<file path="src/sv/ppts_pkg.sv">
// Package for the priority periodic task scheduler.
// Holds the request/response types, operation, status and task-state codes.
// No dependencies.
package ppts_pkg;

    typedef enum logic [1:0] {
        OP_CREATE   = 2'd0,
        OP_DELETE   = 2'd1,
        OP_TICK     = 2'd2,
        OP_SCHEDULE = 2'd3
    } op_t;

    typedef enum logic [2:0] {
        ST_OK        = 3'd0,
        ST_NULL      = 3'd1,
        ST_FULL      = 3'd2,
        ST_CLAMPED   = 3'd3,
        ST_NOT_FOUND = 3'd4
    } status_t;

    typedef enum logic [1:0] {
        TS_DORMANT = 2'd0,
        TS_READY   = 2'd1,
        TS_RUNNING = 2'd2,
        TS_WAITING = 2'd3
    } task_state_t;

    localparam logic [16:0] TICK_WRAP = 17'd65000;

    typedef struct packed {
        op_t         op;
        logic [15:0] task_handle;
        logic [7:0]  task_priority;
        logic [15:0] task_period;
    } req_t;

    typedef struct packed {
        status_t     status;
        logic        chosen_valid;
        logic [15:0] chosen_handle;
        logic [2:0]  chosen_slot;
    } rsp_t;

endpackage

</file>
<file path="src/sv/priority_periodic_task_scheduler.sv">
// Priority periodic task scheduler: task table in one synchronous memory,
// walked slot by slot by a sequencer with a shared serial modulo unit.
// Depends on ppts_pkg.
//
// Usage:
//   Requests enter on req (req_valid/req_stall); each one produces exactly one
//   response on rsp (rsp_valid/rsp_stall). Ops: create, delete, tick, schedule.
//   Tick and null-handle requests go straight to the DONE step. Create and
//   delete walk the table until the first hit. A schedule pass visits every
//   slot and runs the bit-serial modulo for each waiting slot with a nonzero
//   period. That modulo (one quotient bit per cycle) sets the worst case.
//   One request is in work at a time. The next request is taken as soon as
//   the sequencer is idle, while the previous response may still wait in the
//   output register.
//   If the receiver stalls, the response holds in the output register and a
//   finished request waits in the DONE step until the register frees.
//   Reset: all slots read as free (per-slot valid bits clear), tick count is 1,
//   no response pending. No clearing pass is needed.
module priority_periodic_task_scheduler #(
    parameter int TASK_SLOTS   = 8,
    parameter int MAX_PRIORITY = 15
) (
    input  logic          clk,
    input  logic          rst_n,
    input  logic          req_valid,
    output logic          req_stall,
    input  ppts_pkg::req_t req,
    output logic          rsp_valid,
    input  logic          rsp_stall,
    output ppts_pkg::rsp_t rsp
);

    localparam int SW = (TASK_SLOTS > 1) ? $clog2(TASK_SLOTS) : 1;
    localparam int PW = $clog2(MAX_PRIORITY + 1);
    localparam int EW = 16 + PW + 16 + 2;

    typedef enum logic [6:0] {
        S_IDLE = 7'b0000001,
        S_RD   = 7'b0000010,
        S_EVAL = 7'b0000100,
        S_DIV  = 7'b0001000,
        S_UPD  = 7'b0010000,
        S_WIN  = 7'b0100000,
        S_DONE = 7'b1000000
    } seq_t;

    // Task table: {handle, priority, period, state} per slot.
    logic [EW-1:0]         mem [TASK_SLOTS];
    logic [TASK_SLOTS-1:0] vld_reg;
    logic [EW-1:0]         rdata_reg;
    logic                  rvld_reg;

    seq_t               state_reg, state_next;
    ppts_pkg::req_t     req_reg;
    logic [SW-1:0]      idx_reg;
    logic [15:0]        tick_reg;
    ppts_pkg::status_t  status_reg, status_next;

    logic [15:0]        cur_handle_reg;
    logic [PW-1:0]      cur_prio_reg;
    logic [15:0]        cur_period_reg;
    ppts_pkg::task_state_t cur_st_reg;
    ppts_pkg::task_state_t st1_reg;
    logic               rel_reg;

    logic [15:0]        rem_reg;
    logic [15:0]        dvd_reg;
    logic [3:0]         dcnt_reg;

    logic               best_found_reg;
    logic [PW-1:0]      best_prio_reg;
    logic [SW-1:0]      best_idx_reg;
    logic [15:0]        best_handle_reg;
    logic [EW-1:0]      best_word_reg;

    ppts_pkg::rsp_t     rsp_reg;
    logic               rsp_valid_reg;

    // Current read entry; an unwritten slot reads as free and dormant.
    logic [EW-1:0]      ent;
    logic [15:0]        e_handle;
    logic [PW-1:0]      e_prio;
    logic [15:0]        e_period;
    ppts_pkg::task_state_t e_st, e_st1;

    logic               last;
    logic [PW-1:0]      req_prio_clamped;
    logic               req_clamp;
    logic [16:0]        tick_inc;
    logic [16:0]        div_t;
    logic               div_ge;
    ppts_pkg::task_state_t st2;
    logic               take_best;

    logic               we;
    logic [SW-1:0]      wa;
    logic [EW-1:0]      wd;

    assign ent      = rvld_reg ? rdata_reg : '0;
    assign e_handle = ent[EW-1 -: 16];
    assign e_prio   = ent[EW-17 -: PW];
    assign e_period = ent[17:2];
    assign e_st     = ppts_pkg::task_state_t'(ent[1:0]);
    assign e_st1    = (e_st == ppts_pkg::TS_RUNNING) ? ppts_pkg::TS_WAITING : e_st;

    assign last      = (idx_reg == SW'(TASK_SLOTS - 1));
    assign req_clamp = (req_reg.task_priority > 8'(MAX_PRIORITY));
    assign req_prio_clamped = req_clamp ? PW'(MAX_PRIORITY) : PW'(req_reg.task_priority);

    assign tick_inc = {1'b0, tick_reg} + 17'd1;
    assign div_t    = {rem_reg, dvd_reg[15]};
    assign div_ge   = (div_t >= {1'b0, cur_period_reg});

    assign st2       = rel_reg ? ppts_pkg::TS_READY : st1_reg;
    assign take_best = (st2 == ppts_pkg::TS_READY) && (cur_prio_reg > best_prio_reg);

    assign req_stall = (state_reg != S_IDLE);
    assign rsp_valid = rsp_valid_reg;
    assign rsp       = rsp_reg;

    // Sequencer: walk the table one slot at a time.
    always_comb
    begin
        state_next  = state_reg;
        status_next = status_reg;
        unique case (state_reg)
            S_IDLE:
            begin
                if (req_valid)
                begin
                    status_next = ppts_pkg::ST_OK;
                    if (req.op == ppts_pkg::OP_TICK)
                        state_next = S_DONE;
                    else if ((req.op == ppts_pkg::OP_CREATE || req.op == ppts_pkg::OP_DELETE)
                             && req.task_handle == 16'd0)
                    begin
                        status_next = ppts_pkg::ST_NULL;
                        state_next  = S_DONE;
                    end
                    else
                        state_next = S_RD;
                end
            end
            S_RD:   state_next = S_EVAL;
            S_EVAL:
            begin
                unique case (req_reg.op)
                    ppts_pkg::OP_CREATE:
                    begin
                        if (e_handle == 16'd0)
                        begin
                            status_next = req_clamp ? ppts_pkg::ST_CLAMPED : ppts_pkg::ST_OK;
                            state_next  = S_DONE;
                        end
                        else if (last)
                        begin
                            status_next = ppts_pkg::ST_FULL;
                            state_next  = S_DONE;
                        end
                        else
                            state_next = S_RD;
                    end
                    ppts_pkg::OP_DELETE:
                    begin
                        if (e_handle == req_reg.task_handle)
                            state_next = S_DONE;
                        else if (last)
                        begin
                            status_next = ppts_pkg::ST_NOT_FOUND;
                            state_next  = S_DONE;
                        end
                        else
                            state_next = S_RD;
                    end
                    default:
                    begin
                        if (e_st1 == ppts_pkg::TS_WAITING && e_period != 16'd0)
                            state_next = S_DIV;
                        else
                            state_next = S_UPD;
                    end
                endcase
            end
            S_DIV:  if (dcnt_reg == 4'd15) state_next = S_UPD;
            S_UPD:  state_next = last ? S_WIN : S_RD;
            S_WIN:  state_next = S_DONE;
            S_DONE: if (!rsp_valid_reg || !rsp_stall) state_next = S_IDLE;
            default: state_next = S_IDLE;
        endcase
    end

    // Single write port into the table.
    always_comb
    begin
        we = 1'b0;
        wa = idx_reg;
        wd = '0;
        if (state_reg == S_EVAL && req_reg.op == ppts_pkg::OP_CREATE && e_handle == 16'd0)
        begin
            we = 1'b1;
            wd = {req_reg.task_handle, req_prio_clamped, req_reg.task_period,
                  ppts_pkg::TS_READY};
        end
        else if (state_reg == S_EVAL && req_reg.op == ppts_pkg::OP_DELETE
                 && e_handle == req_reg.task_handle)
        begin
            we = 1'b1;
        end
        else if (state_reg == S_UPD && st2 != cur_st_reg)
        begin
            we = 1'b1;
            wd = {cur_handle_reg, cur_prio_reg, cur_period_reg, st2};
        end
        else if (state_reg == S_WIN && best_found_reg)
        begin
            we = 1'b1;
            wa = best_idx_reg;
            wd = best_word_reg;
        end
    end

    // Memory array: write, and registered read of the addressed slot.
    always_ff @(posedge clk)
    begin
        if (we)
            mem[wa] <= wd;
        if (state_reg == S_RD)
            rdata_reg <= mem[idx_reg];
    end

    always_ff @(posedge clk or negedge rst_n)
    begin
        if (!rst_n)
        begin
            vld_reg  <= '0;
            rvld_reg <= 1'b0;
        end
        else
        begin
            if (we)
                vld_reg[wa] <= 1'b1;
            if (state_reg == S_RD)
                rvld_reg <= vld_reg[idx_reg];
        end
    end

    // Control state.
    always_ff @(posedge clk or negedge rst_n)
    begin
        if (!rst_n)
        begin
            state_reg     <= S_IDLE;
            tick_reg      <= 16'd1;
            rsp_valid_reg <= 1'b0;
        end
        else
        begin
            state_reg <= state_next;
            if (state_reg == S_IDLE && req_valid && req.op == ppts_pkg::OP_TICK)
                tick_reg <= (tick_inc >= ppts_pkg::TICK_WRAP) ? 16'd1 : tick_inc[15:0];
            if (state_reg == S_DONE && (!rsp_valid_reg || !rsp_stall))
                rsp_valid_reg <= 1'b1;
            else if (!rsp_stall)
                rsp_valid_reg <= 1'b0;
        end
    end

    // Datapath registers.
    always_ff @(posedge clk)
    begin
        status_reg <= status_next;
        unique case (state_reg)
            S_IDLE:
            begin
                req_reg        <= req;
                idx_reg        <= '0;
                best_found_reg <= 1'b0;
                best_prio_reg  <= '0;
            end
            S_EVAL:
            begin
                cur_handle_reg <= e_handle;
                cur_prio_reg   <= e_prio;
                cur_period_reg <= e_period;
                cur_st_reg     <= e_st;
                st1_reg        <= e_st1;
                rel_reg        <= 1'b0;
                rem_reg        <= '0;
                dvd_reg        <= tick_reg;
                dcnt_reg       <= '0;
                if (req_reg.op != ppts_pkg::OP_SCHEDULE && !last)
                    idx_reg <= idx_reg + SW'(1);
            end
            S_DIV:
            begin
                // Restoring remainder: one dividend bit per cycle.
                rem_reg  <= div_ge ? 16'(div_t - {1'b0, cur_period_reg}) : div_t[15:0];
                dvd_reg  <= {dvd_reg[14:0], 1'b0};
                dcnt_reg <= dcnt_reg + 4'd1;
                if (dcnt_reg == 4'd15)
                    rel_reg <= div_ge ? (16'(div_t - {1'b0, cur_period_reg}) == 16'd0)
                                      : (div_t[15:0] == 16'd0);
            end
            S_UPD:
            begin
                if (take_best)
                begin
                    best_found_reg  <= 1'b1;
                    best_prio_reg   <= cur_prio_reg;
                    best_idx_reg    <= idx_reg;
                    best_handle_reg <= cur_handle_reg;
                    best_word_reg   <= {cur_handle_reg, cur_prio_reg, cur_period_reg,
                                        ppts_pkg::TS_RUNNING};
                end
                if (!last)
                    idx_reg <= idx_reg + SW'(1);
            end
            S_DONE:
            begin
                if (!rsp_valid_reg || !rsp_stall)
                begin
                    rsp_reg.status <= status_reg;
                    if (req_reg.op == ppts_pkg::OP_SCHEDULE && best_found_reg)
                    begin
                        rsp_reg.chosen_valid  <= 1'b1;
                        rsp_reg.chosen_handle <= best_handle_reg;
                        rsp_reg.chosen_slot   <= 3'(best_idx_reg);
                    end
                    else
                    begin
                        rsp_reg.chosen_valid  <= 1'b0;
                        rsp_reg.chosen_handle <= 16'd0;
                        rsp_reg.chosen_slot   <= 3'd0;
                    end
                end
            end
            default: ;
        endcase
    end

endmodule

</file>
<file path="config.mk">
export PLATFORM = sky130hd
export DESIGN_NAME = priority_periodic_task_scheduler
export DESIGN_NICKNAME = d
export VERILOG_FILES = /design/src/sv/ppts_pkg.sv /design/src/sv/priority_periodic_task_scheduler.sv
export SDC_FILE = /design/constraint.sdc
export NUM_CORES = 1
export LEC_CHECK = 0
export ABC_AREA = 1
export BUFFER_PORTS_ARGS = -buffer_cell sky130_fd_sc_hd__buf_2
export CAP_MARGIN = 20
export CORE_MARGIN = 2
export CORE_UTILIZATION = 55
export CTS_CLUSTER_SIZE = 14
export DETAILED_ROUTE_END_ITERATION = 8
export HOLD_SLACK_MARGIN = 0.05
export PLACE_DENSITY = 0.75
export SLEW_MARGIN = 5
export SYNTH_ARGS = -nofsm -noshare
export SYNTH_HDL_FRONTEND = slang
export SYNTH_SLANG_ARGS = --single-unit
</file>
<file path="constraint.sdc">
create_clock -name clk -period 6.7 [get_ports clk]
set_clock_uncertainty 0.05 [all_clocks]
set_input_delay 0.67 -clock clk [delete_from_list [all_inputs] [get_ports clk]]
set_output_delay 0.67 -clock clk [all_outputs]
set_load 0.05 [all_outputs]
</file>
== Word-level counts from Yosys, hierarchy flattened ==
Memory sizes are Yosys's and may differ from the RTL's. A register that Yosys moved wholly into a read port is not among the register bits.
Cells that the tools add are included.

* Bitwise gates (word level): 1
* Equality and inequality tests: 31
* $add $sub $neg: 4
* Muxes and demuxes: 62
* Reductions and logical operators: 38
* Order comparisons: 7

{| class="wikitable"
|+ Operators with widths
! kind !! count
|-
| 2-to-1 mux 38 bit || 5
|-
| zero test 16 bit || 4
|-
| one-hot mux 16 bit (2 select lines) || 2
|-
| 2-to-1 mux 7 bit || 8
|-
| one-hot mux 7 bit (7 select lines) || 1
|-
| 2-to-1 mux 3 bit || 11
|-
| 2-to-1 mux 16 bit || 2
|-
| 2-to-1 mux 20 bit || 1
|-
| adder 16 x 1 -> 17 bit, second input constant || 1
|-
| greater-or-equal comparator 17 x 16 -> 1 bit || 1
|-
| greater-or-equal comparator 17 x 16 -> 1 bit, second input constant || 1
|-
| == test 16 bit || 1
|-
| one-hot mux 4 bit (2 select lines) || 2
|-
| nonzero test 16 bit || 1
|-
| subtractor 16 bit || 1
|-
| logical AND 1 bit || 15
|-
| 2-to-1 mux 1 bit || 15
|-
| one-hot mux 7 bit (2 select lines) || 1
|-
| one-hot mux 3 bit (2 select lines) || 2
|-
| != test 2 bit, second input constant || 5
|-
| one-hot mux 3 bit (3 select lines) || 1
|-
| == test 2 bit, second input constant || 4
|-
| > comparator 8 x 4 -> 1 bit, second input constant || 1
|-
| less-than comparator 3 x 4 -> 1 bit, second input constant || 2
|-
| other kinds (36) || 55
|}

* Memories: 1
* Bits in writable memories: 304
* Flip-flop bits (word level): 241

{| class="wikitable"
|+ Memory list
! name !! depth !! bits a word !! read ports !! clocked after memory_dff !! wr ports !! line !! source
|-
| mem || 8 || 38 || 1 || 1 || 1 || priority_periodic_task_scheduler.sv:48 || <nowiki>logic [EW-1:0] mem [TASK_SLOTS];</nowiki>
|}

== Longest topological paths before layout ==
Gate-level depths: netlist of run 1.

* Depth after elaboration: 11
* Gate-level depth with buffers: 16

== Worst setup path before layout of run 1 ==
No wires, ideal clock.

* Kind: flip-flop to flip-flop
* From: reg state_reg[2]
* To: reg best_found_reg (enable)
* Arrival: 5.224 ns
* Setup slack: 1.106 ns
* Period minus slack after synthesis: 5.594 ns
* Library setup time: 0.319 ns
* Cell stages (with the launch flop): 7
* Path through: dfrtp_1 > nor2_4 > nand2_2 > nor2_2 > inv_2 > nor4_1 > or2_1

* Word-level cells in the longest chain between the ends: 3
* Elaborated cells between the ends (all ways): 5
* Those cells by class: eq/ne (3); reduce/logical (2)

{| class="wikitable"
|+ RTL lines
! what !! line !! source
|-
| from (decl) || priority_periodic_task_scheduler.sv:53 || <nowiki>seq_t state_reg, state_next;</nowiki>
|-
| from (signal assigned) || priority_periodic_task_scheduler.sv:258 || <nowiki>state_reg <= state_next;</nowiki>
|-
| == test 7 x 5 -> 1 bit / == test 7 x 1 -> 1 bit (equally long branches) || priority_periodic_task_scheduler.sv:272 || <nowiki>unique case (state_reg)</nowiki>
|-
| != test 2 bit (no source line) / nonzero test 2 bit (equally long branches) || n/a ||
|-
| AND reduction 2 bit (no source line) * || n/a ||
|-
| to (signal assigned) || priority_periodic_task_scheduler.sv:277 || <nowiki>best_found_reg <= 1'b0;</nowiki>
|-
| to (signal assigned) || priority_periodic_task_scheduler.sv:308 || <nowiki>best_found_reg <= 1'b1;</nowiki>
|-
| to (decl) || priority_periodic_task_scheduler.sv:70 || <nowiki>logic best_found_reg;</nowiki>
|}

Mark *: on every way between the ends. The rest lies on a longest branch, timed or not.
A chain may end at the register's enable or synchronous reset.

== Final worst setup path of run 1 ==
* From: reg state_reg[4]
* To: mem mem[5][7] in the netlist's numbering (enable)

* Word-level cells in the longest chain between the ends: 8
* Elaborated cells between the ends (all ways): 19
* Those cells by class: eq/ne (3); mux (10); reduce/logical (6)

{| class="wikitable"
|+ RTL lines
! what !! line !! source
|-
| == test 7 x 6 -> 1 bit || priority_periodic_task_scheduler.sv:214 || <nowiki>else if (state_reg == S_WIN && best_found_reg)</nowiki>
|-
| logical AND 1 bit || priority_periodic_task_scheduler.sv:214 ||
|-
| 2-to-1 mux 1 bit || priority_periodic_task_scheduler.sv:214 ||
|-
| 2-to-1 mux 1 bit || priority_periodic_task_scheduler.sv:209 || <nowiki>else if (state_reg == S_UPD && st2 != cur_st_reg)</nowiki>
|-
| 2-to-1 mux 1 bit || priority_periodic_task_scheduler.sv:204 || <nowiki>else if (state_reg == S_EVAL && req_reg.op == ppts_pkg::OP_DELETE</nowiki>
|-
| 2-to-1 mux 1 bit || priority_periodic_task_scheduler.sv:198 || <nowiki>if (state_reg == S_EVAL && req_reg.op == ppts_pkg::OP_CREATE && e_handle == 16'd0)</nowiki>
|-
| 2-to-1 mux 1 bit || priority_periodic_task_scheduler.sv:225 || <nowiki>if (we)</nowiki>
|-
| 2-to-1 mux 1 bit (implied by the code) || priority_periodic_task_scheduler.sv:226 || <nowiki>mem[wa] <= wd;</nowiki>
|-
| to (decl) || priority_periodic_task_scheduler.sv:48 ||
|}

Parallel ways exist; a longest one is shown, timed or not.

==> results of run 1 <==
## cell families after synthesis
family	after synthesis
adder cells (fa/ha/maj)	25
buffers and inverters	316
AND/OR/NAND/NOR	811
XOR/XNOR	22
flip-flops	566
AO/OA/AOI/OAI	370
## power by group
group / internal (mW) / leakage, nW / switching, mW / total (mW)
Combinational: 0.606 / 4.11 / 1.68 / 2.28
Clock: 1.99 / 0.974 / 1.34 / 3.33
Sequential: 4.30 / 4.71 / 0.154 / 4.45
## per-layer routing
layer / vias to the layer above / global-route usage / wire length [um]
met4: 0 / 0.0908 / 1850
met3: 119 / 0.0384 / 4080
met1: 7805 / 0.340 / 22800
li1: 7473 / - / -
met5: - / 0 / 0
met2: 708 / 0.398 / 26200
## stage by stage
step	power (mW)	cells	util	setup WS [ns]
final	10.1	2809	0.627	2.34
after detailed placement	6.75	2699	0.580	2.37
after global placement	6.69	2699	0.580	2.45
after CTS	10.1	2805	0.626	2.34
after floorplan	6.08	2110	-	1.11
after global routing	10.5	2809	0.627	2.10
## worst register-to-register path, delay by kind of cell (launching register included)
kind | cells | cell delay, ns
AND/OR/NAND/NOR | 7 | 2.38
flip-flops | 1 | 0.44
buffers and inverters | 4 | 1.17
## cell type report
class,count,area [sq um],area share
multi-input cells,1228,6170,0.227
clock buffers,66,1500,0.0553
repair buffers,96,573,0.0211
well taps,585,732,0.0270
inverters,228,857,0.0316
flip-flops and latches,566,16800,0.620
clock inverters,40,469,0.0173
## cell usage in the layout, fill, tap and decap left out, types with 9 or more instances in the layout
master	synthesis	routed
edfxtp_1	533	533
nor2_1	369	362
nand2_1	317	317
inv_1	217	211
o21ai_0	191	191
buf_2	17	70
clkbuf_16	0	57
nand3_1	44	44
o22ai_1	41	41
a31oi_1	39	39
o221ai_1	35	35
a21oi_1	31	31
dfrtp_1	31	31
ha_1	24	24
buf_4	1	22
xor2_1	20	20
clkinv_2	0	16
nand4_1	14	14
nor4_1	14	13
clkinv_1	3	12
inv_2	8	11
o21ai_1	10	10
bufinv_16	0	10
nor2_4	3	9
nand2_2	9	9
o21ai_2	9	9
## worst min-delay path by stage
stage / end / slack, ns / depth (start not counted)
5_1_grt: tick_reg[15] / 0.16 / 1
2_1_floorplan: rsp_valid / 0.32 / 0
6_report: tick_reg[10] / 0.11 / 1
3_3_place_gp: rsp[21] / 0.35 / 0
3_5_place_dp: rsp[20] / 0.36 / 0
4_1_cts: tick_reg[10] / 0.12 / 1
==> metrics.md, run 1 <==
| Metric | Value |
|---|---|
| Ant. Diodes | `0` |
| VDD IR-drop max | `0.256 mV` |
| Die ar. | `45700 sq um` |
| TritonCTS buffer count | `56` |
| WHS | `0.108 ns` |
| RR Endpoint | `mem[5][7]` |
| Warnings, synthesis | `0` |
| CTS H-tree lvls | `2` |
| Initial antenna violation count | `0` |
| Hold Crit Class | `input port to asynchronous set/reset pin` |
| IO Count | `71` |
| Setup TNS | `0 ns` |
| Netlist cell types | `54` |
| Largest family of logic cells by synthesized area | `simple AND/OR/NAND/NOR gates` |
| Clock Tree Root | `clkbuf_16` |
| CP startpoint | `state_reg[4]` |
| Final std cell area, no fill | `27100 sq um` |
| Compound-gate portion of the synthesized area | `0.0894` |
| Worst-margin pin slew | `1.15 ns` |
| Final Setup Violations | `0` |
| Clock buffer depth | `3` |
| Max FFs per register | `304` |
| Final HPWL DP | `33800 um` |
| Worst reg2reg startpoint | `state_reg[4]` |
| Reg2Reg Depth | `11` |
| PostCTS Resize Cnt | `0` |
| Worst skew pair latency | `0.61 ns` |
| Placer Congestion | `0.910` |
| Slew margin rel. | `0.230` |
| Max FO, Critical Path | `48` |
| CTS tree | `yes` |
| Drt via density | `5.73` |
| Synth Area in Adders | `0.0132` |
| First-pass GRT wire length | `85500 um` |
| Placed inst area | `25100 sq um` |
| Clk slew on worst S/H paths | `0.07 ns` |
| Synth top cells by count | `edfxtp_1, nor2_1, nand2_1` |
| Drt pass-1 iters | `6` |
| Grt ovf | `0` |
| DRT antenna net count | `0` |
| Power Density | `371 nW/um^2` |
| Crit path kind | `flip-flop to flip-flop` |
| Sequential cell area fraction in the yosys report | `0.696` |
| Routed via count | `16100` |
| Area contributors post-synth | `edfxtp_1, nor2_1, nand2_1` |
| Reg2Reg Setup Slack | `2.34 ns` |
| # port buffers | `70` |
| Final Hold Vio Count | `0` |
| Pin count of the biggest net entering global routing | `103` |
| Vias in the first global route | `15600` |
| Post-synth top area share | `0.662` |
| Drt initial violations | `1732` |
| Post-synthesis async set-or-reset flop share | `0.0583` |
| Syn Nets | `2181` |
| Share of layout cells above drive strength 1 | `0.116` |
| CP top delay family | `simple AND/OR/NAND/NOR gates` |
| Status | `completed` |
| Routed len/inst | `19.6 um` |
| Simple-Gate Fraction of Synth Area | `0.142` |
| F_max | `229 MHz` |
| Crit path buffers/inverters | `4` |
| Post-synthesis mux area share | `0` |
| Chip Width | `214 um` |
| Critical Path Max Stage Delay | `0.77 ns` |
| Max cap viols | `0` |
| Leakage power | `9.79 nW` |
| Critical path depth in cells | `11` |
| RSZ-0062 raised after global routing | `false` |
| Drt drc | `0` |
| Initial Utilization | `0.559` |
| Core area | `43300 sq um` |
| Final wirelength | `55000 um` |
| Crit. End Element | `flip-flop` |
| Row count | `76` |
| Gate Count Post-Synth | `2110` |
| Yosys top cell by area | `edfxtp_1` |
| Main flop type after synthesis | `edfxtp_1` |
| Synth Area in XOR/XNOR | `0.00797` |
| Req. time, crit path | `6.95 ns` |
| Critical path, cell by cell | `nor2_1, nand2_1, inv_2, nand4_2, inv_2, buf_4, nand3_4, nand4_4, nand2_1, nor2_4, buf_4` |
| Seq cells post-synth | `566` |
| Cell Area, Synth | `24200 sq um` |
| Fill cells | `3196` |
| Layout Nets | `2247` |
| Die Ht | `214 um` |
| Mean Syn Cell Area | `11.5 sq um` |
| Max-slew violation count | `0` |
| CP arrival | `4.61 ns` |
| Critical path startpoint category | `flip-flop` |
| Count leader, synth | `edfxtp_1` |
| Worst Setup EP | `mem[5][7]` |
| GRT Total Usage | `0.246` |
| Fin crit share | `0.651` |
| TritonCTS Sinks | `566` |
| CTS Hold Bufs | `0` |
| Slowest library cell on the worst path | `nor2_4` |
| Post-CTS setup buffers | `0` |
| Area Growth Syn to Fin | `12.2%` |
| Fin crit period | `4.36 ns` |
| Number of synthesized flops with an enable pin | `533` |
No activity file was read; power rests on OpenSTA's default activity.
==> run 2, diff against run 1 <==
--- a/config.mk
+++ b/config.mk
@@ -13,7 +13,7 @@
 export CTS_CLUSTER_SIZE = 14
 export DETAILED_ROUTE_END_ITERATION = 8
 export HOLD_SLACK_MARGIN = 0.05
-export PLACE_DENSITY = 0.75
+export PLACE_DENSITY = 0.78
 export SLEW_MARGIN = 5
 export SYNTH_ARGS = -nofsm -noshare
 export SYNTH_HDL_FRONTEND = slang
==> constraint.sdc (replaced) <==
create_clock -name clk -period 3.8 [get_ports clk]
set_clock_uncertainty 0.05 [all_clocks]
set_input_delay 0.38 -clock clk [delete_from_list [all_inputs] [get_ports clk]]
set_output_delay 0.38 -clock clk [all_outputs]
set_load 0.05 [all_outputs]
==> run 2 against run 1 <==
Effect of this change: sequential share of layout area down 0.61 points; via count up 1.8%; combinational power up 81%; clock-buffer cell count up 2; first-iteration DRC count up 30%; register-to-register slack worse by 1.7 ns; clock power up 58%; design area up 1.0%; critical path depth down 1; power up 71%; critical path type unchanged.
==> metrics.md, run 2 (synthesis results as in run 1) <==
| Metric | Value |
|---|---|
| Power Density | `629 nW/um^2 (was 371 nW/um^2)` |
| Req. time, crit path | `4.08 ns (was 6.95 ns)` |
| GRT Total Usage | `0.247 (was 0.246)` |
| Leakage power | `9.86 nW (was 9.79 nW)` |
| Grt ovf | `0 (unchanged)` |
| Drt via density | `5.76 (was 5.73)` |
| TritonCTS buffer count | `55 (was 56)` |
| CTS tree | `yes (unchanged)` |
| Max FFs per register | `304 (unchanged)` |
| Placed inst area | `25300 sq um (was 25100 sq um)` |
| Die Ht | `214 um (unchanged)` |
| CP arrival | `3.40 ns (was 4.61 ns)` |
| Fill cells | `3166 (was 3196)` |
| Chip Width | `214 um (unchanged)` |
| Vias in the first global route | `15900 (was 15600)` |
| PostCTS Resize Cnt | `0 (unchanged)` |
| Drt initial violations | `2249 (was 1732)` |
| Post-CTS setup buffers | `0 (unchanged)` |
| DRT antenna net count | `0 (unchanged)` |
| Critical path startpoint category | `flip-flop (unchanged)` |
| IO Count | `71 (unchanged)` |
| Pin count of the biggest net entering global routing | `82 (was 103)` |
| Area Growth Syn to Fin | `13.3% (was 12.2%)` |
| Layout Nets | `2294 (was 2247)` |
| Initial antenna violation count | `0 (unchanged)` |
| Max FO, Critical Path | `22 (was 48)` |
| Final HPWL DP | `34700 um (was 33800 um)` |
| Final wirelength | `56200 um (was 55000 um)` |
| Worst-margin pin slew | `1.03 ns (was 1.15 ns)` |
| Crit. End Element | `flip-flop (unchanged)` |
| First-pass GRT wire length | `86500 um (was 85500 um)` |
| Fin crit share | `0.822 (was 0.651)` |
| Final Hold Vio Count | `0 (unchanged)` |
| Initial Utilization | `0.559 (unchanged)` |
| Status | `completed (unchanged)` |
| Ant. Diodes | `0 (unchanged)` |
| # port buffers | `70 (unchanged)` |
| VDD IR-drop max | `0.517 mV (was 0.256 mV)` |
| Crit path kind | `flip-flop to flip-flop (unchanged)` |
| Core area | `43300 sq um (unchanged)` |
| F_max | `320 MHz (was 229 MHz)` |
| Routed via count | `16400 (was 16100)` |
| RSZ-0062 raised after global routing | `false (unchanged)` |
| CTS H-tree lvls | `2 (unchanged)` |
| Final Setup Violations | `0 (unchanged)` |
| Worst skew pair latency | `0.60 ns (was 0.61 ns)` |
| Post-place setup slack | `0.690 ns (was 2.37 ns)` |
| Hold Crit Class | `input port to flip-flop (was input port to asynchronous set/reset pin)` |
| Worst Setup Slack, final | `0.676 ns (was 2.34 ns)` |
| Clock Tree Root | `clkbuf_16 (unchanged)` |
| Clock buffer depth | `3 (unchanged)` |
| CTS Hold Bufs | `44 (was 0)` |
| Most frequent cells in the layout | `edfxtp_1, nor2_1, nand2_1 (unchanged)` |
| Row count | `76 (unchanged)` |
| Final std cell area, no fill | `27400 sq um (was 27100 sq um)` |
| Placer Congestion | `0.908 (was 0.910)` |
| Drt pass-1 iters | `6 (unchanged)` |
| Max-slew violation count | `0 (unchanged)` |
| Slew margin rel. | `0.305 (was 0.230)` |
| Die ar. | `45700 sq um (unchanged)` |
| Drt drc | `0 (unchanged)` |
| Commonest non-fill, non-tap cell in the layout | `edfxtp_1 (unchanged)` |
| Max cap viols | `0 (unchanged)` |
| Share of layout cells above drive strength 1 | `0.108 (was 0.116)` |
| TritonCTS Sinks | `566 (unchanged)` |
| Fin crit period | `3.12 ns (was 4.36 ns)` |
| Routed len/inst | `19.7 um (was 19.6 um)` |
| Clk slew on worst S/H paths | `0.07 ns (about the same)` |
run 2: cell types whose count changed in the layout (fill, tap and decap cells not counted), moves of 3 or more:
cell,previous run,this run
clkinv_4,3,0
buf_12,1,7
dlygate4sd3_1,0,44
clkbuf_1,5,13
clkbuf_8,4,0
bufinv_16,10,5
clkinv_2,16,12
run 2: final timing paths:
check                                   from  slack [ns]                  to  cells after the start
min in group asynchronous              rst_n        0.37        tick_reg[15]                      2
min reg2reg                cur_handle_reg[6]        0.39  best_handle_reg[6]                      0
max in group asynchronous              rst_n        2.80          vld_reg[4]                      2
min                                req_valid        0.17         tick_reg[0]                      5
max reg2reg                         rvld_reg        0.68           mem[1][9]                     10
max                                 rvld_reg        0.68           mem[1][9]                     10
run 2: worst max-delay path: stages (launching register included):
cell and delay (ns):
dfrtp_1 0.62, nand2_1 0.21, nand4_1 0.15, nor3_1 0.06, nand2_1 0.12, inv_1 0.12, nand3_4 0.20, nand4_4 0.21
nand2_1 0.15, clkinv_1 0.53, buf_12 0.40
run 2: area by class of cell:
cell class	count	area, sq um	area share
Sequential cell	566	16800	0.614
Clock inverter	29	280	0.0102
Timing Repair Buffer	144	1100	0.0403
Inverter	228	857	0.0313
Tap cell	585	732	0.0267
Multi-Input combinational cell	1228	6170	0.225
Clock buffer	68	1430	0.0520
run 2: routing by layer:
metal / vias to the layer above / share of wire / track usage
li1: 7552 / - / -
met1: 7943 / 0.41 / 0.343
met2: 804 / 0.48 / 0.404
met3: 96 / 0.086 / 0.0423
met4: 0 / 0.023 / 0.0750
met5: - / 0 / 0
run 2: power breakdown:
part	switching, mW	internal (mW)
clock network	2.26	3.00
registers	0.288	7.58
logic	3.03	1.09
total	5.58	11.7
run 2: stage by stage:
stage          std cells  setup TNS, ns   util  hold WS [ns]  power [mW]
6_report            2848              0  0.633         0.165        17.2
3_3_place_gp        2707              0  0.584         0.380        11.8
2_1_floorplan       2110         -36.67      -        0.0344        10.7
4_1_cts             2848              0  0.633         0.151        17.2
3_5_place_dp        2707              0  0.584         0.383        12.0
5_1_grt             2848              0  0.633         0.173        18.0
